==> src/hw/rtl/bdlp_pkg.sv <==
// Shared types and constants for the button debouncer with long press and repeat.
// No dependencies.
package bdlp_pkg;

    localparam int unsigned TIME_W   = 32;
    localparam int unsigned CFG_W    = 16;
    localparam int unsigned CODE_W   = 3;
    localparam int unsigned PIN_W    = 5;                  // pins carried in one word
    localparam int unsigned EV_SLOTS = 5;                  // button codes carried out
    localparam int unsigned EV_W     = EV_SLOTS * CODE_W;  // 15
    localparam int unsigned IDX_W    = 2;

    typedef logic [CODE_W-1:0] t_code;
    typedef logic [TIME_W-1:0] t_time;
    typedef logic [CFG_W-1:0]  t_ms;

    // Event codes
    localparam t_code EV_NONE     = 3'd0;
    localparam t_code EV_PRESSED  = 3'd1;
    localparam t_code EV_RELEASED = 3'd2;
    localparam t_code EV_LONG     = 3'd3;
    localparam t_code EV_REPEAT   = 3'd4;

    // Register indexes
    localparam logic [IDX_W-1:0] CFG_DEBOUNCE     = 2'd0;
    localparam logic [IDX_W-1:0] CFG_LONG_PRESS   = 2'd1;
    localparam logic [IDX_W-1:0] CFG_REPEAT_DELAY = 2'd2;
    localparam logic [IDX_W-1:0] CFG_REPEAT_RATE  = 2'd3;

    // Reset values of the timing registers
    localparam t_ms RST_DEBOUNCE     = 16'd30;
    localparam t_ms RST_LONG_PRESS   = 16'd800;
    localparam t_ms RST_REPEAT_DELAY = 16'd400;
    localparam t_ms RST_REPEAT_RATE  = 16'd120;

    typedef struct packed {
        t_ms debounce_ms;
        t_ms long_press_ms;
        t_ms repeat_delay_ms;
        t_ms repeat_rate_ms;
    } t_cfg;

    // Lane control from the top level
    typedef struct packed {
        logic  step;   // sample word accepted
        logic  clear;  // clear word accepted
        t_time now;
    } t_lane_ctl;

endpackage

==> src/hw/rtl/button_debounce_long_press_repeat.sv <==
// Top level: button debouncer with long press and auto repeat, one lane per button.
// Depends on bdlp_pkg, bdlp_lane, bdlp_merge.
//
//  Channel   Dir  Handshake              Payload
//  --------  ---  ---------------------  ------------------------------------------
//  s_axis    in   tvalid / tready        tdata: now_ms[31:0], pin_levels[36:32]
//                                        tuser: clear_all
//  m_axis    out  tvalid / tready        tdata: event_codes[14:0]
//  cfg       in   valid / ready          index (0..3), data (16 bits)
//
//  One word per clock while m_axis takes its results. Every lane updates its
//  state at the accepting edge and the merge stage registers the packed codes,
//  so a result appears in the cycle after its word is taken. The output register
//  frees itself the same cycle it is read, so s_axis only stalls while m_axis
//  holds a word back. Reset is synchronous, active low; it loads the default
//  timings and clears all lanes. Config writes are always taken.
module button_debounce_long_press_repeat #(
    parameter int unsigned BUTTONS = 5
) (
    input  logic                          i_clk,
    input  logic                          i_rst_n,
    // sample stream
    input  logic                          i_s_axis_tvalid,
    output logic                          o_s_axis_tready,
    input  logic [39:0]                   i_s_axis_tdata,   // now_ms[31:0], pin_levels[36:32]
    input  logic [0:0]                    i_s_axis_tuser,   // clear_all[0]
    // event stream
    output logic                          o_m_axis_tvalid,
    input  logic                          i_m_axis_tready,
    output logic [15:0]                   o_m_axis_tdata,   // event_codes[14:0]
    // register writes
    input  logic                          i_cfg_valid,
    output logic                          o_cfg_ready,
    input  logic [bdlp_pkg::IDX_W-1:0]    i_cfg_index,
    input  logic [bdlp_pkg::CFG_W-1:0]    i_cfg_data
);
    import bdlp_pkg::*;

    t_cfg              r_cfg;
    t_lane_ctl         lane_ctl;
    t_code [BUTTONS-1:0] codes;
    logic              room;
    logic              accept;
    logic [PIN_W-1:0]  pins;
    logic [EV_W-1:0]   events;

    // Timing registers
    assign o_cfg_ready = 1'b1;

    always_ff @(posedge i_clk) begin
        if (!i_rst_n) begin
            r_cfg.debounce_ms     <= RST_DEBOUNCE;
            r_cfg.long_press_ms   <= RST_LONG_PRESS;
            r_cfg.repeat_delay_ms <= RST_REPEAT_DELAY;
            r_cfg.repeat_rate_ms  <= RST_REPEAT_RATE;
        end else if (i_cfg_valid) begin
            unique case (i_cfg_index)
                CFG_DEBOUNCE:     r_cfg.debounce_ms     <= i_cfg_data;
                CFG_LONG_PRESS:   r_cfg.long_press_ms   <= i_cfg_data;
                CFG_REPEAT_DELAY: r_cfg.repeat_delay_ms <= i_cfg_data;
                CFG_REPEAT_RATE:  r_cfg.repeat_rate_ms  <= i_cfg_data;
                default: ;
            endcase
        end
    end

    // Input handshake: take a word whenever the output register has room
    assign o_s_axis_tready = room;
    assign accept          = i_s_axis_tvalid && room;
    assign pins            = i_s_axis_tdata[TIME_W +: PIN_W];

    assign lane_ctl.now   = i_s_axis_tdata[TIME_W-1:0];
    assign lane_ctl.step  = accept && !i_s_axis_tuser[0];
    assign lane_ctl.clear = accept && i_s_axis_tuser[0];

    // Lanes; buttons without a pin read as released
    for (genvar g = 0; g < BUTTONS; g++) begin : g_lane
        logic raw;
        if (g < PIN_W) begin : g_pin
            assign raw = !pins[g];
        end else begin : g_nopin
            assign raw = 1'b0;
        end

        bdlp_lane u_lane (
            .i_clk   (i_clk),
            .i_rst_n (i_rst_n),
            .i_ctl   (lane_ctl),
            .i_cfg   (r_cfg),
            .i_raw   (raw),
            .o_code  (codes[g])
        );
    end

    bdlp_merge #(
        .BUTTONS (BUTTONS)
    ) u_merge (
        .i_clk    (i_clk),
        .i_rst_n  (i_rst_n),
        .i_load   (accept),
        .i_clear  (i_s_axis_tuser[0]),
        .i_codes  (codes),
        .o_room   (room),
        .o_valid  (o_m_axis_tvalid),
        .i_ready  (i_m_axis_tready),
        .o_events (events)
    );

    assign o_m_axis_tdata = {1'b0, events};

endmodule

==> src/hw/rtl/bdlp_lane.sv <==
// One button lane: raw edge tracking, debounce, long press and auto repeat.
// Depends on bdlp_pkg.
module bdlp_lane (
    input  logic               i_clk,
    input  logic               i_rst_n,
    input  bdlp_pkg::t_lane_ctl i_ctl,
    input  bdlp_pkg::t_cfg     i_cfg,
    input  logic               i_raw,    // 1 = pressed
    output bdlp_pkg::t_code    o_code
);
    import bdlp_pkg::*;

    logic  r_deb, r_prev, r_lp_done;
    t_time r_edge_t, r_press_t, r_rep_t;

    logic  n_deb, n_prev, n_lp_done;
    t_time n_edge_t, n_press_t, n_rep_t;

    t_time edge_t, since_edge, hold, since_rep;
    logic  deb_ok, change, long_hit, rep_hit;
    t_code code;

    always_comb begin
        edge_t     = (i_raw != r_prev) ? i_ctl.now : r_edge_t;
        since_edge = i_ctl.now - edge_t;
        hold       = i_ctl.now - r_press_t;
        since_rep  = i_ctl.now - r_rep_t;
        deb_ok     = since_edge >= {{(TIME_W-CFG_W){1'b0}}, i_cfg.debounce_ms};
        change     = deb_ok && (i_raw != r_deb);
        long_hit   = !r_lp_done && (hold >= {{(TIME_W-CFG_W){1'b0}}, i_cfg.long_press_ms});
        rep_hit    = (hold >= {{(TIME_W-CFG_W){1'b0}}, i_cfg.repeat_delay_ms})
                  && (since_rep >= {{(TIME_W-CFG_W){1'b0}}, i_cfg.repeat_rate_ms});

        n_deb     = r_deb;
        n_prev    = i_raw;
        n_edge_t  = edge_t;
        n_press_t = r_press_t;
        n_rep_t   = r_rep_t;
        n_lp_done = r_lp_done;
        code      = EV_NONE;

        priority if (change) begin
            n_deb = i_raw;
            if (i_raw) begin
                n_press_t = i_ctl.now;
                n_rep_t   = i_ctl.now;
                n_lp_done = 1'b0;
                code      = EV_PRESSED;
            end else begin
                code = EV_RELEASED;
            end
        end else if (!r_deb) begin
            code = EV_NONE;
        end else if (long_hit) begin
            n_lp_done = 1'b1;
            code      = EV_LONG;
        end else if (rep_hit) begin
            n_rep_t = i_ctl.now;
            code    = EV_REPEAT;
        end else begin
            code = EV_NONE;
        end
    end

    always_ff @(posedge i_clk) begin
        if (!i_rst_n) begin
            r_deb     <= 1'b0;
            r_prev    <= 1'b0;
            r_lp_done <= 1'b0;
            r_edge_t  <= '0;
            r_press_t <= '0;
            r_rep_t   <= '0;
        end else if (i_ctl.clear) begin
            r_deb     <= 1'b0;
            r_prev    <= 1'b0;
            r_lp_done <= 1'b0;
            r_edge_t  <= i_ctl.now;
            r_press_t <= '0;
            r_rep_t   <= '0;
        end else if (i_ctl.step) begin
            r_deb     <= n_deb;
            r_prev    <= n_prev;
            r_lp_done <= n_lp_done;
            r_edge_t  <= n_edge_t;
            r_press_t <= n_press_t;
            r_rep_t   <= n_rep_t;
        end
    end

    assign o_code = code;

endmodule

==> src/hw/rtl/bdlp_merge.sv <==
// Merge stage: packs lane codes into the result word and holds it in the output register.
// Depends on bdlp_pkg.
module bdlp_merge #(
    parameter int unsigned BUTTONS = 5
) (
    input  logic                              i_clk,
    input  logic                              i_rst_n,
    input  logic                              i_load,    // word accepted this cycle
    input  logic                              i_clear,   // accepted word is a clear
    input  bdlp_pkg::t_code [BUTTONS-1:0]     i_codes,
    output logic                              o_room,    // output register can take a word
    output logic                              o_valid,
    input  logic                              i_ready,
    output logic [bdlp_pkg::EV_W-1:0]         o_events
);
    import bdlp_pkg::*;

    logic            r_valid;
    logic [EV_W-1:0] r_events;
    logic [EV_W-1:0] merged;

    for (genvar g = 0; g < EV_SLOTS; g++) begin : g_slot
        if (g < BUTTONS) begin : g_on
            assign merged[g*CODE_W +: CODE_W] = i_clear ? EV_NONE : i_codes[g];
        end else begin : g_off
            assign merged[g*CODE_W +: CODE_W] = EV_NONE;
        end
    end

    assign o_room = !r_valid || i_ready;

    always_ff @(posedge i_clk) begin
        if (!i_rst_n) begin
            r_valid <= 1'b0;
        end else if (i_load) begin
            r_valid <= 1'b1;
        end else if (i_ready) begin
            r_valid <= 1'b0;
        end
    end

    always_ff @(posedge i_clk) begin
        if (i_load) begin
            r_events <= merged;
        end
    end

    assign o_valid  = r_valid;
    assign o_events = r_events;

endmodule
==> config.mk <==
export PLATFORM = sky130hd
export DESIGN_NAME = button_debounce_long_press_repeat
export DESIGN_NICKNAME = d
export VERILOG_FILES = /design/src/hw/rtl/bdlp_pkg.sv /design/src/hw/rtl/button_debounce_long_press_repeat.sv /design/src/hw/rtl/bdlp_lane.sv /design/src/hw/rtl/bdlp_merge.sv
export SDC_FILE = /design/constraint.sdc
export NUM_CORES = 2
export LEC_CHECK = 0
export BUFFER_PORTS_ARGS = -buffer_cell sky130_fd_sc_hd__buf_2
export CORE_UTILIZATION = 59
export CTS_CLUSTER_SIZE = 28
export DETAILED_ROUTE_END_ITERATION = 10
export PLACE_DENSITY = 0.78
export SETUP_SLACK_MARGIN = 0.3
export SYNTH_ARGS = -nofsm -noshare
export SYNTH_HDL_FRONTEND = slang
export SYNTH_HIERARCHICAL = 1
export SYNTH_SLANG_ARGS = --single-unit
==> constraint.sdc <==
create_clock -name i_clk -period 6.6 [get_ports i_clk]
set_input_delay 0.66 -clock i_clk [delete_from_list [all_inputs] [get_ports i_clk]]
set_output_delay 0.66 -clock i_clk [all_outputs]
set_load 0.05 [all_outputs]
==> run_summary.xml <==
<?xml version="1.0" encoding="UTF-8"?>
<metrics>
  <group name="setup_path">
    <metric name="critical_path.n_buffers_inverters" unit="">2</metric>
    <metric name="timing.rr.start" unit="">g_lane[1].u_lane/r_prev</metric>
    <metric name="required" unit="ns">7.12</metric>
    <metric name="worstSetupEndpointType" unit="">flop</metric>
    <metric name="cp_max_fo" unit="">15</metric>
    <metric name="worst_path_max_delay_cell" unit="">or4_1</metric>
    <metric name="worst-r2r-cell-count" unit="">22</metric>
    <metric name="crit_type" unit="">flop to flop</metric>
    <metric name="maximum_cell_stage_delay_along_the_critical_path" unit="ns">0.58</metric>
    <metric name="rr_endpoint" unit="">g_lane[1].u_lane/r_press_t[10]</metric>
    <metric name="arrival" unit="ns">6.59</metric>
    <metric name="crit_family" unit="">simple AND/OR/NAND/NOR gates</metric>
    <metric name="timing.critical_path.from_type" unit="">flop</metric>
    <metric name="reg2reg_setup_slack" unit="ns">0.53</metric>
    <metric name="worstPathCellList" unit="">xor2_4, mux2i_1, ha_1, and3_1, nand2_1, or4_1, nand3_1, xor2_1, ha_1, o211ai_1, o21ai_0, a211oi_1, nand4_1, nor4_1, buf_4, nand4_1, or4_4, or4_4, nand4_4, buf_12, mux2i_1, nor2_1</metric>
  </group>
  <group name="synthesis">
    <metric name="synth_largest_area_cell" unit="">dfxtp_1</metric>
    <metric name="synth_area" unit="sq um">61800</metric>
    <metric name="synth_top_area_share" unit="%">18.1</metric>
    <metric name="synthesized_area_per_cell" unit="sq um">7.49</metric>
    <metric name="synth_common_cells" unit="">nand2_1, inv_1, ha_1</metric>
    <metric name="synth_seq_cells" unit="">575</metric>
    <metric name="async_flop_share" unit="%">0</metric>
    <metric name="synth.most_common_cell" unit="">nand2_1</metric>
    <metric name="ys_dominant_reg_cell" unit="">dfxtp_1</metric>
    <metric name="postSynthNetCount" unit="">9063</metric>
    <metric name="number_of_enable_flip_flop_cells_after_synthesis" unit="">15</metric>
    <metric name="ys_warn_count" unit="">6</metric>
    <metric name="synth_top_cells_by_area" unit="">dfxtp_1, ha_1, mux2i_1</metric>
    <metric name="cell_count_after_synthesis" unit="">8254</metric>
    <metric name="ys_seq_area_share" unit="%">18.9</metric>
    <metric name="yosysUniqueCellTypes" unit="">123</metric>
  </group>
  <group name="cts">
    <metric name="numCtsBuffers" unit="">74</metric>
    <metric name="clk_pin_slew" unit="ns">0.06</metric>
    <metric name="postCtsSetupRepairBufs" unit="">0</metric>
    <metric name="cts_htree_levels" unit="">3</metric>
    <metric name="clock-root-buffer" unit="">clkbuf_16</metric>
    <metric name="clock_path_buffers" unit="">3</metric>
    <metric name="post_cts_resize_count" unit="">0</metric>
    <metric name="cts_tree" unit="">yes</metric>
    <metric name="post_cts_hold_buffer_count" unit="">0</metric>
    <metric name="cts.sink_count" unit="">575</metric>
    <metric name="clock_insertion_delay_worst_skew" unit="ns">0.68</metric>
  </group>
  <group name="power">
    <metric name="cellPowerDensity" unit="nW/um^2">196</metric>
    <metric name="ir_worst_vdd" unit="mV">0.236</metric>
    <metric name="power.static_leakage" unit="nW">26.9</metric>
  </group>
  <group name="placement">
    <metric name="post-place-cells" unit="">9556</metric>
    <metric name="detailed_place_hpwl" unit="um">160000</metric>
    <metric name="place.gp.congestion" unit="">1.00</metric>
    <metric name="place.port_buffers" unit="">77</metric>
  </group>
  <group name="floorplan">
    <metric name="die_span_in_x" unit="um">326</metric>
    <metric name="chip_height" unit="um">326</metric>
    <metric name="pin_count" unit="">83</metric>
    <metric name="core_region_area" unit="sq um">104000</metric>
    <metric name="core.rowCount" unit="">118</metric>
    <metric name="floorplan.initialDensity" unit="%">59.7</metric>
    <metric name="die_area" unit="sq um">106000</metric>
  </group>
  <group name="layout">
    <metric name="layout-drive-gt1-share" unit="%">7.04</metric>
    <metric name="final_net_count" unit="">9061</metric>
    <metric name="layout-area-overhead-vs-synth" unit="%">8.12</metric>
    <metric name="fin_cells" unit="">9694</metric>
  </group>
  <group name="global_routing">
    <metric name="grt_antenna_before_repair" unit="">4</metric>
    <metric name="first_pass_grt_wire_length" unit="um">327000</metric>
    <metric name="groute.usage.overall" unit="%">38.6</metric>
    <metric name="first_global_vias" unit="">57935</metric>
    <metric name="largest_net_degree_at_the_start_of_global_routing" unit="">80</metric>
    <metric name="grt.overflow.total" unit="">0</metric>
  </group>
  <group name="run_status">
    <metric name="result_of_the_run" unit="">finished, final reports clean</metric>
  </group>
  <group name="detailed_routing">
    <metric name="ant_nets" unit="">0</metric>
    <metric name="detailedRoute.firstPassIterationCount" unit="">6</metric>
    <metric name="dr_total_vias" unit="">62430</metric>
    <metric name="routed_wirelength" unit="um">213000</metric>
    <metric name="drcViolationCount" unit="">0</metric>
    <metric name="drtIter0Drc" unit="">5698</metric>
    <metric name="wl_per_cell" unit="um">21.9</metric>
    <metric name="routed_via_density" unit="">6.44</metric>
  </group>
  <group name="job">
    <metric name="cap_viol_max_count" unit="">0</metric>
  </group>
  <group name="sta">
    <metric name="slew_headroom" unit="%">19.4</metric>
    <metric name="timing.clock.skew" unit="ns">0.0319</metric>
    <metric name="setup_tns" unit="ns">0</metric>
    <metric name="grt_setup_unrepaired" unit="">false</metric>
    <metric name="setup_viol_count_final" unit="">0</metric>
    <metric name="finalMaxSlewViolations" unit="">0</metric>
    <metric name="period_minus_slack" unit="ns">6.07</metric>
    <metric name="fmax" unit="GHz">0.165</metric>
    <metric name="finalHoldViolations" unit="">0</metric>
    <metric name="finalCritPeriodShare" unit="%">92.0</metric>
    <metric name="tightestPinTransition" unit="ns">1.21</metric>
  </group>
  <group name="min_path">
    <metric name="worstHoldEndpoint" unit="">r_cfg[36]</metric>
    <metric name="hold_path_depth" unit="">3</metric>
    <metric name="min_path_type" unit="">input port to flop</metric>
    <metric name="worstHoldStart" unit="">i_cfg_data[4]</metric>
  </group>
</metrics>
## cells by family after synthesis
| family | synth area share [%] |
|---|---|
| compound gates | 27.2 |
| xor+xnor | 5.03 |
| fa+ha+maj | 15.4 |
| buf+inv | 7.54 |
| flops | 18.9 |
| mux | 6.14 |
| other cells | 0.0121 |
| simple gates | 19.8 |
## cells in the final DEF, fill, tap and decap left out, types with 76 or more instances in the layout
cell / n
ha_1: 735
nand3_1: 297
nor3_1: 99
inv_1: 779
o21ai_0: 370
nand4_1: 129
a31oi_1: 88
a21o_1: 258
o21ai_1: 143
dfxtp_1: 560
o211ai_1: 108
nor2b_1: 103
xnor2_1: 184
nor2_1: 521
buf_2: 76
buf_4: 189
nand2b_1: 158
xor2_1: 156
a21oi_1: 686
nand2_1: 811
a21boi_0: 189
mux2i_1: 355
a211oi_1: 128
## power breakdown
group | internal, W | leakage [nW] | switching [W]
sequential | 0.00362 | 4.70 | 0.000130
clock | 0.00246 | 1.23 | 0.00181
combinational | 0.00196 | 21.0 | 0.00314
## worst min-delay path, stage by stage
cell     delay, ns
buf_2         0.12
nand2_1       0.05
mux2i_1       0.06
## per-layer routing
layer,vias to the layer above,wire length (um),track usage [%]
met1,29611,89600,51.0
met4,2,10900,18.2
met5,-,13,0
met3,496,19700,6.56
li1,29746,-,-
met2,2575,92500,60.8
## state kept, by name, indices dropped and copies added, names as in the netlist
register and count:
g_lane.u_lane/r_lp_done 5, g_lane.u_lane/r_deb 5, g_lane.u_lane/r_rep_t 160, g_lane.u_lane/r_prev 5
u_merge/o_events 15, g_lane.u_lane/r_edge_t 160, g_lane.u_lane/r_press_t 160, r_cfg 64
u_merge/o_valid 1
## worst max-delay path by stage
stage                            start                        endpoint  slack (ns)  cells past startpoint
2_1_floorplan       i_s_axis_tdata[33]  g_lane[1].u_lane/r_press_t[31]        0.39                     28
3_3_place_gp        i_s_axis_tdata[35]             u_merge/o_events[9]        0.23                     25
3_5_place_dp        i_s_axis_tdata[33]  g_lane[1].u_lane/r_press_t[10]        0.15                     24
4_1_cts        g_lane[1].u_lane/r_prev   g_lane[1].u_lane/r_press_t[6]        0.67                     22
5_1_grt        g_lane[1].u_lane/r_prev  g_lane[1].u_lane/r_press_t[27]        0.32                     22
6_report       g_lane[1].u_lane/r_prev  g_lane[1].u_lane/r_press_t[10]        0.53                     22
## cell type report
class / count / area (sq um)
sequential: 575 / 11700
antenna: 2 / 5.00
tap: 1380 / 1730
clock buffer: 100 / 2090
fill: 9394 / 36800
inverter: 780 / 2930
timing repair buffer: 290 / 2290
clock inverter: 36 / 438
multi-input combinational: 6531 / 45700
## stage by stage
step / util [%] / hold slack, ns / total power, W / setup WS (ns) / area (sq um)
floorplan: - / 0.432 / 0.00736 / 0.387 / 61800
global placement: 62.1 / 0.449 / 0.00865 / 0.233 / 64300
detailed placement: 62.1 / 0.456 / 0.00876 / 0.152 / 64300
CTS: 64.5 / 0.242 / 0.0130 / 0.668 / 66900
global route: 64.5 / 0.288 / 0.0138 / 0.316 / 66900
finish: 64.5 / 0.271 / 0.0131 / 0.531 / 66900
Power figures use the tool's default switching activity.
